**src/rtl/udict_ram.sv**
```systemverilog
// ----------------------------------------------------------------------------
// udict_ram
// Generic single write port, single read port RAM with registered read.
// ----------------------------------------------------------------------------
module udict_ram #(
	parameter int WIDTH = 8,
	parameter int DEPTH = 64
) (
	input  logic                     clk,
	input  logic                     we,
	input  logic [$clog2(DEPTH)-1:0] waddr,
	input  logic [WIDTH-1:0]         wdata,
	input  logic [$clog2(DEPTH)-1:0] raddr,
	output logic [WIDTH-1:0]         rdata
);

	logic [WIDTH-1:0] mem_q [DEPTH];

	always_ff @(posedge clk) begin
		if (we) begin
			mem_q[waddr] <= wdata;
		end
		rdata <= mem_q[raddr];
	end

endmodule

```
**config.mk**
```make
export PLATFORM = sky130hd
export DESIGN_NAME = udict_ram
export DESIGN_NICKNAME = d
export VERILOG_FILES = /design/src/rtl/udict_ram.sv
export SDC_FILE = /design/constraint.sdc
export NUM_CORES = 1
export LEC_CHECK = 0
export ABC_AREA = 1
export BUFFER_PORTS_ARGS = -buffer_cell sky130_fd_sc_hd__buf_2
export CELL_PAD_IN_SITES_DETAIL_PLACEMENT = 1
export CELL_PAD_IN_SITES_GLOBAL_PLACEMENT = 1
export CORE_MARGIN = 2
export CORE_UTILIZATION = 46
export DETAILED_ROUTE_END_ITERATION = 8
export GPL_TIMING_DRIVEN = 1
export PLACE_DENSITY_LB_ADDON = 0.1
export RECOVER_POWER = 25
export SYNTH_ARGS = -nofsm -noshare
export SYNTH_HDL_FRONTEND = slang
export SYNTH_SLANG_ARGS = --single-unit
```
**constraint.sdc**
```tcl
create_clock -name clk -period 2.1 [get_ports clk]
set_clock_uncertainty 0.2 [all_clocks]
set_input_delay 0.315 -clock clk [delete_from_list [all_inputs] [get_ports clk]]
set_output_delay 0.315 -clock clk [all_outputs]
set_load 0.02 [all_outputs]
```
---- After elaboration in Yosys (flattened, before gate mapping) ----
Memories as Yosys holds them, arrays and structs flattened. A register that Yosys moved wholly into a read port is not among the register bits.
Cells that the tools add are included.
operators by class
  add/sub/neg operators ................... 0
  shifts and indexed selects .............. 0
  div/mod/pow operators ................... 0
  eq/ne operators ......................... 0
  $mul .................................... 0
  $lt $le $gt $ge ......................... 0
  bitwise logic cells ..................... 0
  multiplexer cells ....................... 2
  reductions and logical operators ........ 0
operators with widths
  kind               number
  two-way mux 1 bit  2
word-level totals
  memory bits (writable) .................. 512
  memories ................................ 1
  flip-flop bits (word level) ............. 0
  latch bits .............................. 0
  memory bits (read-only) ................. 0
  output and inout bits ................... 8
  word-level logic and storage cells ...... 3
memories
  name   depth  bits a word  rd ports  clocked after Yosys merged registers in  write ports  line  text
  mem_q  64     8            1         1                                        1            17    logic [WIDTH-1:0] mem_q [DEPTH];

---- Logic depth before layout (Yosys ltp) ----
  depth in word-level cells ............... 2
  depth in mapped cells ................... 12
  mapped depth without buffers ............ 9

---- Worst setup path before layout ----
Ideal clock, no wire load.
  path kind ............................... input to register
  start ................................... input port we
  end ..................................... memory mem_q[48][0], enable pin
  arrival ................................. 1.686 ns
  cell stages on the path ................. 3
  setup slack ............................. -0.181 ns
  buffers on the path ..................... 1
  cells stage by stage .................... clkbuf_1 -> nand4_1 -> nor4_1
between the ends
  word-level cells in the longest chain between the ends .. 2
ends and longest elaborated chain
  what                                     line  text
  from (decl)                              10    input logic we,
  two-way mux 1 bit                        20    if (we) begin
  two-way mux 1 bit (implied by the code)  21    mem_q[waddr] <= wdata;
  to (decl)                                17
No other way between the ends.

---- Worst setup path in the final report ----
  start ................................... register rdata[3] (read register of mem_q)
  end ..................................... output port rdata[3]
RTL lines
  what         line  text
  from (decl)  14    output logic [WIDTH-1:0] rdata
No word-level cell between the ends.

==> impl_summary.txt <==
----------------------------------------------------
[Timing]
  Final period utilization ... 0.855
  Tightest Pin Transition ... 1.73 ns
  # setup viols final ... 0
  Number of max-slew violations in the final report ... just under 400
  Relative max-transition margin ... -0.152
  F_max ... 0.557 GHz
  Total count of hold-check failures in the final report ... 0
  Worst hold-check slack ... between 0.06 and 0.07 ns
  Setup repair after global routing missed its margin ... false
  Shortest clock period the worst path allows after layout ... about 1.8 ns

[Setup path]
  Critical Path Start Type ... flop
  Largest delay contributor family on the critical path ... flip-flops
  Endpoint class of the critical path ... primary output
  Worst path slowest cell ... dfxtp_1
  Maximum fanout along the worst path ... 1
  Ordered list of cells on the worst path ... buf_2
  Arr. time, crit path ... approximately 1.3 ns
  Type of the worst setup path ... reg2out
  Crit path launch ... rdata[3]$_DFF_P_
  Max stage delay on crit path ... 0.46 ns
  Total buffers and inverters traversed by the critical path ... 1
  Critical register-to-register path startpoint ... mem_q[43][7]$_DFFE_PP_
  Worst R2R Setup Slack ... about 0.47 ns
  Endpoint required time on the critical path ... approximately 1.6 ns

[Placement]
  Instance count after placement with tap cells included ... approximately 2.5k
  Global placement routability congestion ... approximately 0.82
  DP HPWL ... between 30 and 40 mm
  Count of input and output buffers ... 29

[Logic synthesis]
  Biggest area contributors in the synthesized netlist ... edfxtp_1 (72%), nand2_1 (11%), nand3_1 (10%)
  EDFF count, synth ... 512
  Number of distinct library cells after synthesis ... 16
  Instance count of the mapped netlist ... 1805
  Sequential cell area fraction in the yosys report ... 0.728
  Top cells by count, synth ... nand2_1 (648), edfxtp_1 (512), nand3_1 (439), nor2_1 (56), buf_2 (37)
  Top_reg_cell synth ... edfxtp_1
  Share of the synthesized area in the top cell type ... 0.720
  Count leader, synth ... nand2_1
  Synth Area per Inst ... between 10 and 15 sq um
  Number of nets produced by synthesis ... 1827
  Area of the mapped netlist ... 21300 sq um
  Share of synthesized registers carrying an async set or reset ... 0
  Yosys synthesis warning count ... 0
  Post-synth top area cell ... edfxtp_1
  Flip-flop and latch count after synthesis ... 520

[Clocking]
  Clock tree from TritonCTS ... done
  Clock latency at the later pin of the worst-skew pair ... around 0.6 ns
  Cell at the root of the clock tree ... clkbuf_16
  Clock sink count ... 520
  Inserted Clock Buffers ... between 50 and 60
  Maximum buffer depth of the clock tree ... 3
  Clock slew at reported path FFs ... around 0.060 ns
  Max H-tree Level ... 2

[Layout]
  Count of non-filler cells in the finished layout ... 2553
  Share of layout cells above drive strength 1 ... 0.120
  Area growth, synth to finish ... 14.1%
  Finished Core Util ... 0.534
  Antenna Diode Count ... 0
  Nets ... 1934

[Flow run]
  Number of max-capacitance violations reported ... 6

[Min path]
  Worst hold path type ... in2reg
  Hold Crit Start ... wdata[4]

[Die]
  Die area ... 48100 sq um
  Row count ... 78
  Core Region ... between 40000 and 50000 sq um
  Die width ... ~220 um
  Starting density of the core ... 0.468
  Die span in y ... 219 um
  Number of top-level pins ... 30

[Pwr]
  Static leakage ... between 8 and 9 nW
  Power, Total ... roughly 22 mW
  Power density relative to cell area ... 903 nW/um^2
  Maximum vdd drop ... between 0.7 and 0.8 mV

[Routing]
  Sum of routed wire length over all layers ... around 61 mm
  First drt pass iteration count ... 5
  Via count normalized by instance count ... between 5 and 6
  DRC violation count after routing ... 0
  Routed wirelength normalized by instance count ... approximately 24 um
  Routed vias ... approximately 14k
  Count of routing violations after the opening detailed-route iteration ... approximately 1.1k
  DRT antenna net count ... 0

[Outcome]
  Status ... finished with violations
  Violations in the final reports ... capacitance limit, slew limit

[GRT]
  Largest net degree at the start of global routing ... 65
  Number of antenna violations at the first check in global routing ... 0
  GRT Residual Overflow ... 0
  Via count of the first global-routing pass ... approximately 15k
  Wire length of the first global-routing pass ... about 92 mm
  Overall routing resource usage ... 0.260

----------------------------------------------------
[per-stage QoR]
stage / setup TNS, ns / setup slack (ns) / cell area [sq um]
global route: 0 / 0.286 / 24300
finish: 0 / 0.304 / 24300
detailed placement: -0.187 / -0.0852 / 22800
floorplan: -11.59 / -0.181 / 21300
global placement: -0.134 / -0.0808 / 22800
CTS: 0 / 0.266 / 24400
[cells by family after synthesis]
family | after synthesis | synth area share
buf+inv | 125 | 0.0402
flops | 520 | 0.728
simple gates | 1160 | 0.232
[final timing paths]
check / to / cells after the start
hold / removal: mem_q[16][4]$_DFFE_PP_ / 1
setup / recovery: rdata[3] / 1
hold reg to reg: rdata[6]$_DFF_P_ / 8
setup reg to reg: rdata[7]$_DFF_P_ / 8
[cell type report]
cell class	count	area, sq um
sequential	520	15500
inverter	12	55.1
clock buffer	73	1450
clock inverter	24	164
timing repair buffer	164	1450
fill	4742	21200
multi-input combinational	1160	4950
tap	600	751
[placed cells by master (no fill, tap or decap)]
cell type and n:
nand2_1 648, edfxtp_1 512, nand3_1 439, buf_4 106
nor2_1 56, clkbuf_16 55, buf_2 27, buf_12 23
clkbuf_1 17, clkinv_1 11, inv_1 9, nand4_1 9
clkinv_2 9, nor4_1 8, dfxtp_1 8, clkbuf_2 6
clkbuf_8 2, bufinv_16 2, inv_8 1, inv_4 1
inv_2 1, inv_6 1, clkinv_4 1, dlygate4sd3_1 1
[where the power goes]
group          internal [mW]  switching, mW  total [mW]  leakage [nW]
combinational          0.411           1.09        1.50          3.48
sequential              11.5         0.0439        11.5          4.67
clock                   5.06           3.88        8.94         0.794
[state kept, by name (all words and copies together) (netlist names)]
register	cells
mem_q	512
rdata	8
[routing by layer]
metal / vias to the layer above / global-route usage / share of wire / routed length [um]
li1: 6567 / - / - / -
met1: 7215 / 0.346 / 0.43 / 26300
met2: 330 / 0.435 / 0.49 / 29800
met3: 108 / 0.0380 / 0.046 / 2800
met4: 0 / 0.0982 / 0.036 / 2230
met5: - / 0 / 0 / 0
[repair_timing]
| item | in CTS | in global routing |
|---|---|---|
| hold buffers | 1 | 0 |
| resized for setup | 0 | 0 |
| endpoints found under the hold margin | 6 | 0 |
| setup buffers | 0 | 0 |
Power figures use the tool's default switching activity.
