--- config.mk ---
export PLATFORM = sky130hd
export DESIGN_NAME = udict_seq
export DESIGN_NICKNAME = d
export VERILOG_FILES = /design/src/rtl/udict_pkg.sv /design/src/rtl/udict_seq.sv
export SDC_FILE = /design/constraint.sdc
export NUM_CORES = 1
export LEC_CHECK = 0
export ABC_AREA = 1
export ABC_CLOCK_PERIOD_IN_PS = 2800
export BUFFER_PORTS_ARGS = -buffer_cell sky130_fd_sc_hd__clkbuf_2
export CORE_ASPECT_RATIO = 1.4
export CORE_MARGIN = 2
export CORE_UTILIZATION = 51
export CTS_BUF_LIST = sky130_fd_sc_hd__clkbuf_2
export CTS_CLUSTER_SIZE = 14
export DETAILED_ROUTE_END_ITERATION = 16
export MAX_ROUTING_LAYER = met4
export PLACE_DENSITY = 0.83
export RECOVER_POWER = 100
export SLEW_MARGIN = 30
export SYNTH_ARGS = -nofsm -noshare
export SYNTH_HDL_FRONTEND = slang
export SYNTH_SLANG_ARGS = --single-unit
--- constraint.sdc ---
create_clock -name clk -period 2.8 [get_ports clk]
set_input_delay 0.14 -clock clk [delete_from_list [all_inputs] [get_ports clk]]
set_output_delay 0.14 -clock clk [all_outputs]
set_load 0.01 [all_outputs]
--- src/rtl/udict_pkg.sv ---
// ----------------------------------------------------------------------------
// udict_pkg
// Shared types, sizes and codes of the unique word dictionary.
// ----------------------------------------------------------------------------
package udict_pkg;

	localparam int MAX_WORD_LEN = 64;
	localparam int DICT_ENTRIES = 256;

	// byte position inside a word, word length, entry index, entry count
	localparam int POS_W = $clog2(MAX_WORD_LEN);
	localparam int LEN_W = $clog2(MAX_WORD_LEN + 1);
	localparam int ENT_W = $clog2(DICT_ENTRIES);
	localparam int CNT_W = $clog2(DICT_ENTRIES + 1);

	// entry byte store is addressed as {entry, position}
	localparam int BADDR_W = ENT_W + POS_W;
	localparam int BYTES_DEPTH = DICT_ENTRIES << POS_W;

	localparam logic [7:0] CH_SPACE = 8'd32;
	localparam logic [7:0] CH_NEWLINE = 8'd10;

	typedef struct packed {
		logic [7:0] char_code;
		logic       end_of_text;
	} in_item_t;

	typedef struct packed {
		logic       is_new;
		logic [7:0] entry_index;
		logic [8:0] unique_count;
		logic       dictionary_full;
		logic       word_truncated;
		logic [6:0] word_length;
	} out_item_t;

	typedef enum logic [2:0] {
		ST_IDLE,
		ST_LEN_RD,
		ST_LEN_CMP,
		ST_BYTE_RD,
		ST_BYTE_CMP,
		ST_MISS,
		ST_CP_RD,
		ST_CP_WR
	} state_t;

	// memory controls driven by the sequencer
	typedef struct packed {
		logic               wb_we;
		logic [POS_W-1:0]   wb_waddr;
		logic [7:0]         wb_wdata;
		logic [POS_W-1:0]   wb_raddr;
		logic               len_we;
		logic [ENT_W-1:0]   len_waddr;
		logic [LEN_W-1:0]   len_wdata;
		logic [ENT_W-1:0]   len_raddr;
		logic               eb_we;
		logic [BADDR_W-1:0] eb_waddr;
		logic [7:0]         eb_wdata;
		logic [BADDR_W-1:0] eb_raddr;
	} mem_ctrl_t;

	// registered read data returned to the sequencer
	typedef struct packed {
		logic [7:0]       wb_rdata;
		logic [LEN_W-1:0] len_rdata;
		logic [7:0]       eb_rdata;
	} mem_rd_t;

endpackage

--- src/rtl/udict_seq.sv ---
// ----------------------------------------------------------------------------
// udict_seq
// Word gathering and search/insert sequencer around one byte comparator.
// ----------------------------------------------------------------------------
module udict_seq import udict_pkg::*; (
	input  logic      clk,
	input  logic      arst_n,
	input  logic      char_valid,
	output logic      char_ready,
	input  in_item_t  char_item,
	input  logic      out_free,
	output logic      done,
	output out_item_t res,
	output mem_ctrl_t mem,
	input  mem_rd_t   rd
);

	state_t           state_q, state_d;
	logic [LEN_W-1:0] fill_q, fill_d;
	logic             ovf_q, ovf_d;
	logic [CNT_W-1:0] count_q, count_d;
	logic [ENT_W-1:0] ent_q, ent_d;
	logic [POS_W-1:0] pos_q, pos_d;
	logic             new_q, new_d;
	logic             full_q, full_d;
	logic [ENT_W-1:0] idx_q, idx_d;
	logic             pend_q, pend_d;

	logic accept;
	logic delim;
	logic last_ent;
	logic last_pos;

	assign char_ready = (state_q == ST_IDLE) && !pend_q;
	assign accept = char_valid && char_ready;
	assign delim = char_item.end_of_text
		|| (char_item.char_code inside {CH_SPACE, CH_NEWLINE});
	assign last_ent = (CNT_W'(ent_q) + CNT_W'(1)) == count_q;
	assign last_pos = (LEN_W'(pos_q) + LEN_W'(1)) == fill_q;

	assign res.is_new = new_q;
	assign res.entry_index = 8'(idx_q);
	assign res.unique_count = 9'(count_q);
	assign res.dictionary_full = full_q;
	assign res.word_truncated = ovf_q;
	assign res.word_length = 7'(fill_q);

	always_ff @(posedge clk or negedge arst_n) begin
		if (!arst_n) begin
			state_q <= ST_IDLE;
			fill_q  <= '0;
			ovf_q   <= 1'b0;
			count_q <= '0;
			pend_q  <= 1'b0;
		end else begin
			state_q <= state_d;
			fill_q  <= fill_d;
			ovf_q   <= ovf_d;
			count_q <= count_d;
			pend_q  <= pend_d;
		end
	end

	always_ff @(posedge clk) begin
		ent_q  <= ent_d;
		pos_q  <= pos_d;
		new_q  <= new_d;
		full_q <= full_d;
		idx_q  <= idx_d;
	end

	always_comb begin
		state_d = state_q;
		fill_d  = fill_q;
		ovf_d   = ovf_q;
		count_d = count_q;
		ent_d   = ent_q;
		pos_d   = pos_q;
		new_d   = new_q;
		full_d  = full_q;
		idx_d   = idx_q;
		pend_d  = pend_q;
		done    = 1'b0;
		mem     = '0;

		case (state_q)
			ST_IDLE: begin
				// a finished result waits here until the output register frees up
				if (pend_q) begin
					if (out_free) begin
						done   = 1'b1;
						pend_d = 1'b0;
						fill_d = '0;
						ovf_d  = 1'b0;
					end
				end else if (accept) begin
					if (!delim) begin
						if (fill_q < LEN_W'(MAX_WORD_LEN)) begin
							mem.wb_we    = 1'b1;
							mem.wb_waddr = POS_W'(fill_q);
							mem.wb_wdata = char_item.char_code;
							fill_d       = fill_q + LEN_W'(1);
						end else begin
							ovf_d = 1'b1;
						end
					end else if (fill_q == '0) begin
						ovf_d = 1'b0;
					end else begin
						ent_d   = '0;
						state_d = (count_q == '0) ? ST_MISS : ST_LEN_RD;
					end
				end
			end
			ST_LEN_RD: begin
				mem.len_raddr = ent_q;
				state_d       = ST_LEN_CMP;
			end
			ST_LEN_CMP: begin
				if (rd.len_rdata == fill_q) begin
					pos_d   = '0;
					state_d = ST_BYTE_RD;
				end else if (last_ent) begin
					state_d = ST_MISS;
				end else begin
					ent_d   = ent_q + ENT_W'(1);
					state_d = ST_LEN_RD;
				end
			end
			ST_BYTE_RD: begin
				mem.wb_raddr = pos_q;
				mem.eb_raddr = {ent_q, pos_q};
				state_d      = ST_BYTE_CMP;
			end
			ST_BYTE_CMP: begin
				if (rd.wb_rdata != rd.eb_rdata) begin
					if (last_ent) begin
						state_d = ST_MISS;
					end else begin
						ent_d   = ent_q + ENT_W'(1);
						state_d = ST_LEN_RD;
					end
				end else if (last_pos) begin
					new_d   = 1'b0;
					full_d  = 1'b0;
					idx_d   = ent_q;
					pend_d  = 1'b1;
					state_d = ST_IDLE;
				end else begin
					pos_d   = pos_q + POS_W'(1);
					state_d = ST_BYTE_RD;
				end
			end
			ST_MISS: begin
				new_d = 1'b1;
				if (count_q < CNT_W'(DICT_ENTRIES)) begin
					mem.len_we    = 1'b1;
					mem.len_waddr = ENT_W'(count_q);
					mem.len_wdata = fill_q;
					full_d        = 1'b0;
					pos_d         = '0;
					state_d       = ST_CP_RD;
				end else begin
					// no free entry: word dropped, index reads as zero
					full_d  = 1'b1;
					idx_d   = '0;
					pend_d  = 1'b1;
					state_d = ST_IDLE;
				end
			end
			ST_CP_RD: begin
				mem.wb_raddr = pos_q;
				state_d      = ST_CP_WR;
			end
			ST_CP_WR: begin
				mem.eb_we    = 1'b1;
				mem.eb_waddr = {ENT_W'(count_q), pos_q};
				mem.eb_wdata = rd.wb_rdata;
				if (last_pos) begin
					idx_d   = ENT_W'(count_q);
					count_d = count_q + CNT_W'(1);
					pend_d  = 1'b1;
					state_d = ST_IDLE;
				end else begin
					pos_d   = pos_q + POS_W'(1);
					state_d = ST_CP_RD;
				end
			end
			default: begin
				state_d = ST_IDLE;
			end
		endcase
	end

endmodule

* After elaboration in Yosys (flattened, before gate mapping)
Cells that the tools add are included.
Widths: inputs -> output; s select.
** Storage, ports and cells
- Logic and storage cells :: 138
- Register bits after elaboration :: 45
- Output and inout port bits :: 111
- Input bits :: 36
** Operators by class
- Multiplexer cells :: 66
- $lt $le $gt $ge :: 2
- Add/sub/neg operators :: 6
- Equal/unequal tests :: 29
- Reduce and logical (&&, ||, !) cells :: 25
** Operators with widths (count)
- $mux 8 :: 12
- $mux 15 :: 5
- $pmux 8 s3 :: 2
- $mux 7 :: 5
- $mux 16 :: 2
- $mux 3 :: 10
- $mux 6 :: 5
- $ne 2x2->1 const B :: 14
- $pmux 3 s8 :: 1
- $pmux 6 s4 :: 1
- $mux 23 :: 1
- $mux 1 :: 17
- $reduce_and 5->1 :: 3
- $eq 7x7->1 :: 2
- $mux 14 :: 1
- $eq 3x3->1 const B :: 4
- $add 8x1->9 const B :: 1
- $add 9x1->9 const B :: 1
- $eq 9x9->1 :: 1
- $logic_not 9->1 :: 1
- $lt 9x9->1 const B :: 1
- $add 8x1->8 const B :: 1
- $eq 8x4->1 const B :: 1
- $eq 8x6->1 const B :: 1
- other kinds (25) :: 35

* Depth between registers and ports, before layout
Gate-level depths: netlist (run 1).
- Depth in word-level cells :: 7
- Gate-level depth with buffers :: 14
- Depth with buffers taken out :: 14

* Least setup slack after synthesis (run 1)
Ideal clock, no wire load.
- Path type :: register to register
- Start point :: register pos_q[0]
- End point :: register idx_q[0], enable pin
- Stages on the path, launching flop included :: 12
- Data arrival time :: 1960 ps
- Setup time :: 375 ps
- Data required time :: 2425 ps
- Buffers on the path :: 1
- Period minus slack after synthesis :: 2336 ps
- Slack :: 464 ps
- Cell sequence :: edfxtp_1 ha_1 nand2_1 nand2_1 nand2_1 nand2_1 nor2_1 nand2_1 nor2_2 nand3_2 buf_6 a21oi_1
** On the way
- Word-level cells in the longest chain between the ends :: 4
- Elaborated cells on any way between the ends :: 5
- Classes of those cells :: add/sub: 1; eq/ne: 3; reduce/logical: 1
** Ends and longest elaborated chain
- start, declared :: line udict_seq.sv:23 : logic [POS_W-1:0] pos_q, pos_d;
- start signal, assigned :: line udict_seq.sv:66 : pos_q <= pos_d;
- $add 6x1->7 (*) :: line udict_seq.sv:39 : assign last_pos = (LEN_W'(pos_q) + LEN_W'(1)) == fill_q;
- $eq 7x7->1 (*) :: line udict_seq.sv:39
- $ne 2x2->1 (no source line)
- $reduce_and 5->1 (no source line) (*)
- end signal, assigned :: line udict_seq.sv:69 : idx_q <= idx_d;
- end, declared :: line udict_seq.sv:26 : logic [ENT_W-1:0] idx_q, idx_d;
Mark *: on every way between the ends. The rest lies on a longest branch, timed or not.
A chain may end at the register's enable or synchronous reset.

==> results.toml, run 1 <==
[outcome]
status = "finished clean"

[setup_path]
regToRegEndpoint = "idx_q[6]"
worstSetupEndpointType = "primary output"
crit_top_cell = "nor2_1"
rrSetupSlack_ns = 0.26
crit_slowest_cell = "dfrtp_1"
critPathKind = "reg -> out"
required_ns = 2.66
crit_path_start_kind = "flip-flop"
arrival_ns = 2.48
reg2reg_depth = 10
path_buf_inv = 3
crit_family = "simple AND/OR/NAND/NOR gates"
cp.depth = 7
crit_fanout = 16
critPathMaxStageDelay_ns = 0.51
path_cells = "nand2_1 -> nor2_1 -> inv_1 -> nor2_1 -> inv_1 -> nor2_1 -> clkbuf_2"
timing.rr.start = "pos_q[0]"

[place]
place.port_buffers = 146
routabilityCongestion = 0.9525
dpl_cell_area_mm2 = 0.004636
hpwl_mm = 9.386

[global_routing]
grt_overflow = 0
grt_max_degree = 31
grt.total_usage_pct = 28.75
antenna_found_initial = 0
first_global_vias = 4005
grt_pass1_wl_mm = 18.78

[power_and_ir_drop]
clkPwrFrac_pct = 33.3
p_per_area_mw_per_mm2 = 253.6
pwr-share-comb_pct = 6.7
p_sw_mw = 0.2734
netSwitchingFraction_pct = 23.70
seq_power_share_pct = 60.0
vdd_drop_max_mv = 0.2601
leakagePower_nw = 2.428
power.internal_mw = 0.8804

[finish]
mostFrequentLayoutCell = "nand2_1"
final_cell_area_mm2 = 0.004549
fin_nets = 795
drive_above_1_share_pct = 9.019
area_delta_synth_final_pct = 18.36
final_cell_mix = "nand2_1 (170), nor2_1 (152), clkbuf_1 (109)"
antenna_cells = 0
fill_cells = 760

[detailed_routing]
ant_nets = 0
wl_mm = 11.84
vias_per_cell = 5.261
drt_iter0_markers = 275
drc = 0
vias = 4477
dr.pass1.iters = 6
routedWlPerCell_um = 13.91

[floorplan]
die_y_um = 106.7
io_pins = 147
start_util_pct = 52.55
dieArea_mm2 = 0.008257
fp.coreArea_mm2 = 0.007315
fp.dieW_um = 77.37
num_rows = 37

[sta]
setup_viol = 0
fin_crit_sh_pct = 93.51
setup_tns_ns = 0
timing.final.crit_period_ns = 2.618
hold_viol = 0
worst_pin_slew_ns = 1.208
drv_slew = 0
max_freq_ghz = 0.3819
rsz0062_at_grt = "no"
maxSlewHeadroom_pct = 19.50
finClkSkew_ns = 0.05237

[logic_synthesis]
synth_seq_cells = 45
yosys.area.top_type = "edfxtp_1"
synth_cells = 610
synth_nets = 652
ys_types = 35
synth_top_area_share_pct = 18.75
synth_warnings = 0
ys_top_cells_by_area = "edfxtp_1 (19%), nand2_1 (16%), nor2_1 (15%), dfrtp_1 (14%), inv_1 (7.6%)"
synth_seq_area_share_pct = 32.42
synthesis.area_mm2 = 0.003844
avgSynthCellArea_um2 = 6.301

[min_path]
worstHoldEndpoint = "fill_q[2]"
hold_depth = 4
min_path_type = "in -> reg"
min-delay-start = "out_free"

[clock_tree]
clock_latency_ns = 0.46
cts_tree = "yes"
htree_levels = 2
cts_buffers = 5
clkSlewWorstSetupHoldPaths_ns = 0.27
cts-root-buf = "clkbuf_2"
clk_path_buf_depth = 2
cts.sinks = 45

[job]
maxCapViolations = 0
[tightest hold or removal path, cell delays in order]
cell and delay [ns]:
clkbuf_2 0.09, nand3_1 0.14, o21ai_0 0.13, a21oi_1 0.05
[worst max path at each step]
stage               start  endpoint
3_3_place_gp     pos_q[0]  idx_q[3]
4_1_cts        state_q[0]   mem[53]
3_5_place_dp     pos_q[0]  idx_q[7]
5_1_grt        state_q[0]   mem[53]
6_report       state_q[0]   mem[53]
2_1_floorplan    pos_q[0]  idx_q[0]
[per-layer routing]
layer  global-route usage (%)  vias up  routed length [um]  share of wire (%)
met1                    34.00     2006                4717                 40
met5                        -        -                   0                  0
met3                    3.030       31                 832                7.0
met4                    10.59        0                 369                3.1
li1                         -     2203                   -                  -
met2                    50.56      237                5916                 50
[area by class of cell]
cell class / instances / area, um2 / share of cell area (%)
Clock buffer: 5 / 25.02 / 0.5501
Clock inverter: 3 / 46.29 / 1.018
Inverter: 82 / 307.8 / 6.766
Multi-Input combinational cell: 465 / 2158 / 47.44
Sequential cell: 45 / 1246 / 27.39
Tap cell: 97 / 121.4 / 2.668
Timing Repair Buffer: 154 / 644.4 / 14.16
[metrics by stage]
| stage | total power [mW] | utilization, % | hold slack, ns | setup slack (ns) | std cells |
|---|---|---|---|---|---|
| 6_report | 1.154 | 62.20 | 0.07204 | 0.1818 | 851 |
| 2_1_floorplan | 0.7389 | - | -0.1556 | 0.4645 | 610 |
| 5_1_grt | 1.187 | 62.20 | 0.1055 | 0.007845 | 851 |
| 4_1_cts | 1.159 | 64.49 | 0.06408 | 0.2508 | 849 |
| 3_3_place_gp | 0.7812 | 63.38 | 0.1593 | 0.5428 | 840 |
| 3_5_place_dp | 0.7844 | 63.38 | 0.1494 | 0.4689 | 840 |
[flip-flops by register name (all words and copies together), names as in the netlist]
| signal | cells |
|---|---|
| pend_q | 1 |
| full_q | 1 |
| state_q | 3 |
| pos_q | 6 |
| count_q | 9 |
| ovf_q | 1 |
| fill_q | 7 |
| new_q | 1 |
| idx_q | 8 |
| ent_q | 8 |
[timing repair]
action                                  4_1_cts  5_1_grt
hold buffers                                  1        0
setup buffers                                 0        2
endpoints found under the hold margin        21        0
endpoints found under the setup margin        0        4
resized for setup                             0        0
[power groups by stage]
stage / registers (mW) / logic [mW] / clock network, mW
3_5_place_dp: 0.706 / 0.0787 / 0
3_3_place_gp: 0.706 / 0.0755 / 0
5_1_grt: 0.693 / 0.0868 / 0.408
2_1_floorplan: 0.706 / 0.0331 / 0
6_report: 0.693 / 0.0773 / 0.384
4_1_cts: 0.693 / 0.0801 / 0.386
[cell usage after synthesis, drive strengths merged]
cell type and instances:
nor2 156, buf 10, o22ai 8, nor3b 1
a21boi 1, a21oi 3, xnor2 10, edfxtp 24
dfrtp 21, ha 6, a211oi 1, nand4 22
o21ai 8, nor3 7, xor2 11, nand2 175
o21a 2, o31ai 2, nand3b 1, nand3 48
nor4 2, clkinv 1, o221ai 1, inv 81
clkbuf 8
[kinds of logic after synthesis]
logic type | count (synthesis) | share of synthesized area [%]
compound gates | 26 | 4.232
xor+xnor | 21 | 4.785
fa+ha+maj | 6 | 1.953
buf+inv | 100 | 10.55
flops | 45 | 32.42
simple gates | 412 | 46.06
(Power assumes the default switching activity.)
==> run 2, diff against run 1 <==
--- a/config.mk
+++ b/config.mk
@@ -7,7 +7,7 @@
 export LEC_CHECK = 0
 export ABC_AREA = 1
 export ABC_CLOCK_PERIOD_IN_PS = 2800
-export BUFFER_PORTS_ARGS = -buffer_cell sky130_fd_sc_hd__clkbuf_2
+export BUFFER_PORTS_ARGS = -buffer_cell sky130_fd_sc_hd__buf_2
 export CORE_ASPECT_RATIO = 1.4
 export CORE_MARGIN = 2
 export CORE_UTILIZATION = 51
==> results.toml, run 2 (synthesis gave the netlist of run 1 again) <==
[finish]
area_delta_synth_final_pct = 19.04
multi_input_area_mm2 = 0.002166
drive_above_1_share_pct = 9.562
reg.largest.list = "count_q: 9 flops, ent_q: 8 flops, idx_q: 8 flops"
final_cell_mix = "nand2_1 (168), nor2_1 (151), clkbuf_1 (107)"
fin_nets = 794
mostFrequentLayoutCell = "nand2_1"
fin_util_pct = 62.56
largest_register_ffs = 9
antenna_cells = 0
regArea_mm2 = 0.001246
fill_cells = 788
regMostFlops = "count_q"

[setup_path]
critPathKind = "reg -> out"
crit_path_start_kind = "flip-flop"
arrival_ns = 2.43
crit_fanout = 16
worstSetupEndpointType = "primary output"
crit_start = "state_q[0]"
required_ns = 2.66
timing.rr.start = "pos_q[0]"

[floorplan]
num_rows = 37
io_pins = 147
fp.coreArea_mm2 = 0.007315
fp.dieW_um = 77.37
start_util_pct = 52.55
die_y_um = 106.7
dieArea_mm2 = 0.008257

[outcome]
status = "finished clean"

[detailed_routing]
vias = 4477
ant_nets = 0
vias_per_cell = 5.267
routedWlPerCell_um = 13.94
dr.pass1.iters = 5
drc = 0
drt_iter0_markers = 365
wl_mm = 11.85

[global_routing]
grt_overflow = 0
grt_pass1_wl_mm = 19.15
grt.total_usage_pct = 29.36
grt_max_degree = 31
antenna_found_initial = 0
first_global_vias = 4141

[power_and_ir_drop]
finalPower_mw = 1.230
pwr-share-comb_pct = 6.2
netSwitchingFraction_pct = 21.34
p_per_area_mw_per_mm2 = 268.7
clkPwrFrac_pct = 37.4
power.internal_mw = 0.9673
p_sw_mw = 0.2624
seq_power_share_pct = 56.3
leakagePower_nw = 2.439
vdd_drop_max_mv = 0.2495

[place]
place.port_buffers = 146
routabilityCongestion = 0.9583
hpwl_mm = 9.386

[sta]
hold_viol = 0
setup_viol = 0
rsz0062_at_grt = "no"
setup_tns_ns = 0
timing.final.crit_period_ns = 2.567
fin_crit_sh_pct = 91.69
worst_pin_slew_ns = 1.200
drv_slew = 0
finClkSkew_ns = 0.03699
whs_ns = 0.09438
maxSlewHeadroom_pct = 20.00
max_freq_ghz = 0.3895

[clock_tree]
cts_buffers = 5
clkSlewWorstSetupHoldPaths_ns = 0.26
clk_path_buf_depth = 2
htree_levels = 2
cts_hold_buf = 1
cts_tree = "yes"
cts.sinks = 45
cts-root-buf = "clkbuf_2"
clock_latency_ns = 0.44
cts_setup_buffers = 0
cts-resized-gates = 0

[min_path]
min_path_type = "in -> reg"
min-delay-start = "out_free"

[job]
maxCapViolations = 0
-- run 2: power by group through the flow --
stage	sequential [mW]	clock (mW)	combinational, mW
floorplan	0.706	0	0.0331
global placement	0.706	0	0.0753
detailed placement	0.706	0	0.0778
CTS	0.693	0.461	0.0791
global route	0.693	0.483	0.0867
finish	0.693	0.460	0.0768
-- run 2: path summary, 6_finish.rpt --
kind	end	slack, ns	cells past startpoint
worst max-delay path	mem[58]	0.23	7
worst min-delay path	fill_q[2]	0.09	4
worst max register to register	idx_q[4]	0.27	10
worst min register to register	ovf_q	0.51	2
max in group asynchronous	state_q[2]	1.66	2
min in group asynchronous	fill_q[1]	0.42	2
-- run 2: stage by stage --
stage          worst slack [ns]  cell area, um2  std cells
3_5_place_dp             0.4748            4643        841
3_3_place_gp             0.5407            4643        841
6_report                 0.2326            4576        850
2_1_floorplan            0.4645            3844        610
4_1_cts                  0.3268            4743        850
5_1_grt                0.007468            4576        850
-- run 2: final cells by class --
type | count | area share, %
Multi-Input combinational cell | 465 | 47.33
Sequential cell | 45 | 27.24
Timing Repair Buffer | 153 | 14.08
Inverter | 82 | 6.727
Tap cell | 97 | 2.652
Clock inverter | 3 | 1.422
Clock buffer | 5 | 0.5469
-- run 2: routing by layer --
metal	part of all wire [%]	up-vias	wire length [um]	global-route usage, %
li1	-	2209	-	-
met1	39	2021	4618	33.70
met2	51	224	6086	52.92
met3	7.7	23	908	3.704
met4	2.0	0	232	9.694
met5	0	-	0	-
-- run 2: worst max-delay path, cell delays in order, from the launching register on --
cell      delay [ns]
dfrtp_1         0.50
nand2_1         0.16
nor2_1          0.23
inv_1           0.12
nor2_1          0.28
inv_1           0.35
nor2_1          0.18
clkbuf_1        0.18
==> run 3, diff against run 2 <==
--- a/config.mk
+++ b/config.mk
@@ -8,7 +8,7 @@
 export ABC_AREA = 1
 export ABC_CLOCK_PERIOD_IN_PS = 2800
 export BUFFER_PORTS_ARGS = -buffer_cell sky130_fd_sc_hd__buf_2
-export CORE_ASPECT_RATIO = 1.4
+export CORE_ASPECT_RATIO = 1.5
 export CORE_MARGIN = 2
 export CORE_UTILIZATION = 51
 export CTS_BUF_LIST = sky130_fd_sc_hd__clkbuf_2
==> results.toml, run 3 (synthesis gave the netlist of run 1 again) <==
[setup_path]
timing.rr.start = "pos_q[0]"
crit_fanout = 15
critPathKind = "reg -> out"
required_ns = 2.66
regToRegEndpoint = "count_q[0]"
arrival_ns = 2.38
crit_path_start_kind = "flip-flop"
rrSetupSlack_ns = 0.29
reg2reg_depth = 11
worstSetupEndpointType = "primary output"

[detailed_routing]
drt_iter0_markers = 405
drc = 0
routedWlPerCell_um = 14.15
wl_mm = 12.07
vias = 4510
ant_nets = 0
dr.pass1.iters = 5
vias_per_cell = 5.287

[sta]
drv_slew = 0
fin_crit_sh_pct = 90.15
maxSlewHeadroom_pct = 19.01
worst_pin_slew_ns = 1.215
setup_tns_ns = 0
timing.final.crit_period_ns = 2.524
rsz0062_at_grt = "no"
setup_viol = 0
finClkSkew_ns = 0.01918
max_freq_ghz = 0.3961
hold_viol = 0

[finish]
fin_nets = 794
mostFrequentLayoutCell = "nand2_1"
reg.largest.list = "count_q: 9 flops, ent_q: 8 flops, idx_q: 8 flops"
fill_cells = 778
regMostFlops = "count_q"
area_delta_synth_final_pct = 17.19
drive_above_1_share_pct = 8.101
largest_register_ffs = 9
antenna_cells = 0
final_cell_mix = "nand2_1 (169), nor2_1 (152), clkbuf_1 (114)"

[floorplan]
num_rows = 38
fp.dieW_um = 74.89
io_pins = 147
dieArea_mm2 = 0.008262
start_util_pct = 52.84
fp.coreArea_mm2 = 0.007274
die_y_um = 110.3

[place]
hpwl_mm = 9.562
routabilityCongestion = 0.9728
place.port_buffers = 146

[clock_tree]
cts-root-buf = "clkbuf_2"
clk_path_buf_depth = 2
cts.sinks = 45
htree_levels = 2
clock_latency_ns = 0.45
cts_buffers = 5
clkSlewWorstSetupHoldPaths_ns = 0.21
cts_tree = "yes"

[power_and_ir_drop]
clkPwrFrac_pct = 26.3
p_sw_mw = 0.2604
p_per_area_mw_per_mm2 = 231.7
seq_power_share_pct = 66.4
vdd_drop_max_mv = 0.2056
leakagePower_nw = 2.388
power.internal_mw = 0.7832
finalPower_mw = 1.044
netSwitchingFraction_pct = 24.95
pwr-share-comb_pct = 7.4

[min_path]
worstHoldEndpoint = "fill_q[6]"
min_path_type = "in -> reg"
hold_depth = 3
min-delay-start = "out_free"

[global_routing]
first_global_vias = 4044
grt.total_usage_pct = 30.41
antenna_found_initial = 0
grt_pass1_wl_mm = 18.78
grt_overflow = 0
grt_max_degree = 31

[job]
maxCapViolations = 0

[outcome]
status = "finished clean"
-- run 3: power groups by stage --
stage | registers (mW) | clock network [mW] | logic, mW
floorplan | 0.706 | 0 | 0.0331
global placement | 0.706 | 0 | 0.0750
CTS | 0.693 | 0.281 | 0.0797
finish | 0.693 | 0.274 | 0.0770
detailed placement | 0.706 | 0 | 0.0783
global route | 0.693 | 0.309 | 0.0880
-- run 3: worst max-delay path: stages, from the launching register on --
cell and delay, ns:
dfrtp_1 0.50, nor2_1 0.17, nand2_1 0.13, nor2_1 0.18, nand4_1 0.52, nor2_1 0.27
clkbuf_1 0.18
-- run 3: metrics by stage --
| step | setup WS, ns | util (%) | hold slack, ns | cells | cell area (um2) |
|---|---|---|---|---|---|
| after global routing | 0.03483 | 61.92 | 0.1210 | 853 | 4504 |
| after floorplan | 0.4645 | - | -0.1556 | 610 | 3844 |
| after detailed placement | 0.4666 | 63.88 | 0.1400 | 844 | 4647 |
| final | 0.2757 | 61.92 | 0.1047 | 853 | 4504 |
| after global placement | 0.5337 | 63.88 | 0.1312 | 844 | 4647 |
| after CTS | 0.2407 | 64.53 | 0.08387 | 853 | 4695 |
-- run 3: layer usage --
metal  vias up  track usage, %  wire length, um
li1       2206               -                -
met1      2066           34.13             4683
met2       203           52.63             6249
met3        35           3.273              640
met4         0           15.05              499
met5         -               -                0
-- run 3: final cells by class --
class                           instances  area (um2)  area share, %
Multi-Input combinational cell        465        2155          47.83
Timing Repair Buffer                  153       633.1          14.06
Inverter                               82       307.8          6.833
Sequential cell                        45        1246          27.67
Clock buffer                            5       25.02         0.5556
Clock inverter                          3       12.51         0.2778
Tap cell                              100       125.1          2.778
-- run 3: what timing repair did --
item / CTS / global route
hold endpoints to repair: 21 / 0
setup endpoints to repair: 0 / 12
setup buffers: 0 / 0
resized for setup: 0 / 1
hold buffers: 1 / 0
-- run 3: worst max path at each step --
stage               slack, ns  endpoint  startpoint
floorplan                0.46  idx_q[0]    pos_q[0]
global placement         0.53  idx_q[3]  state_q[0]
detailed placement       0.47  idx_q[6]    pos_q[0]
CTS                      0.24   mem[59]  state_q[0]
global route             0.03  idx_q[7]    pos_q[0]
finish                   0.28   mem[74]  state_q[0]
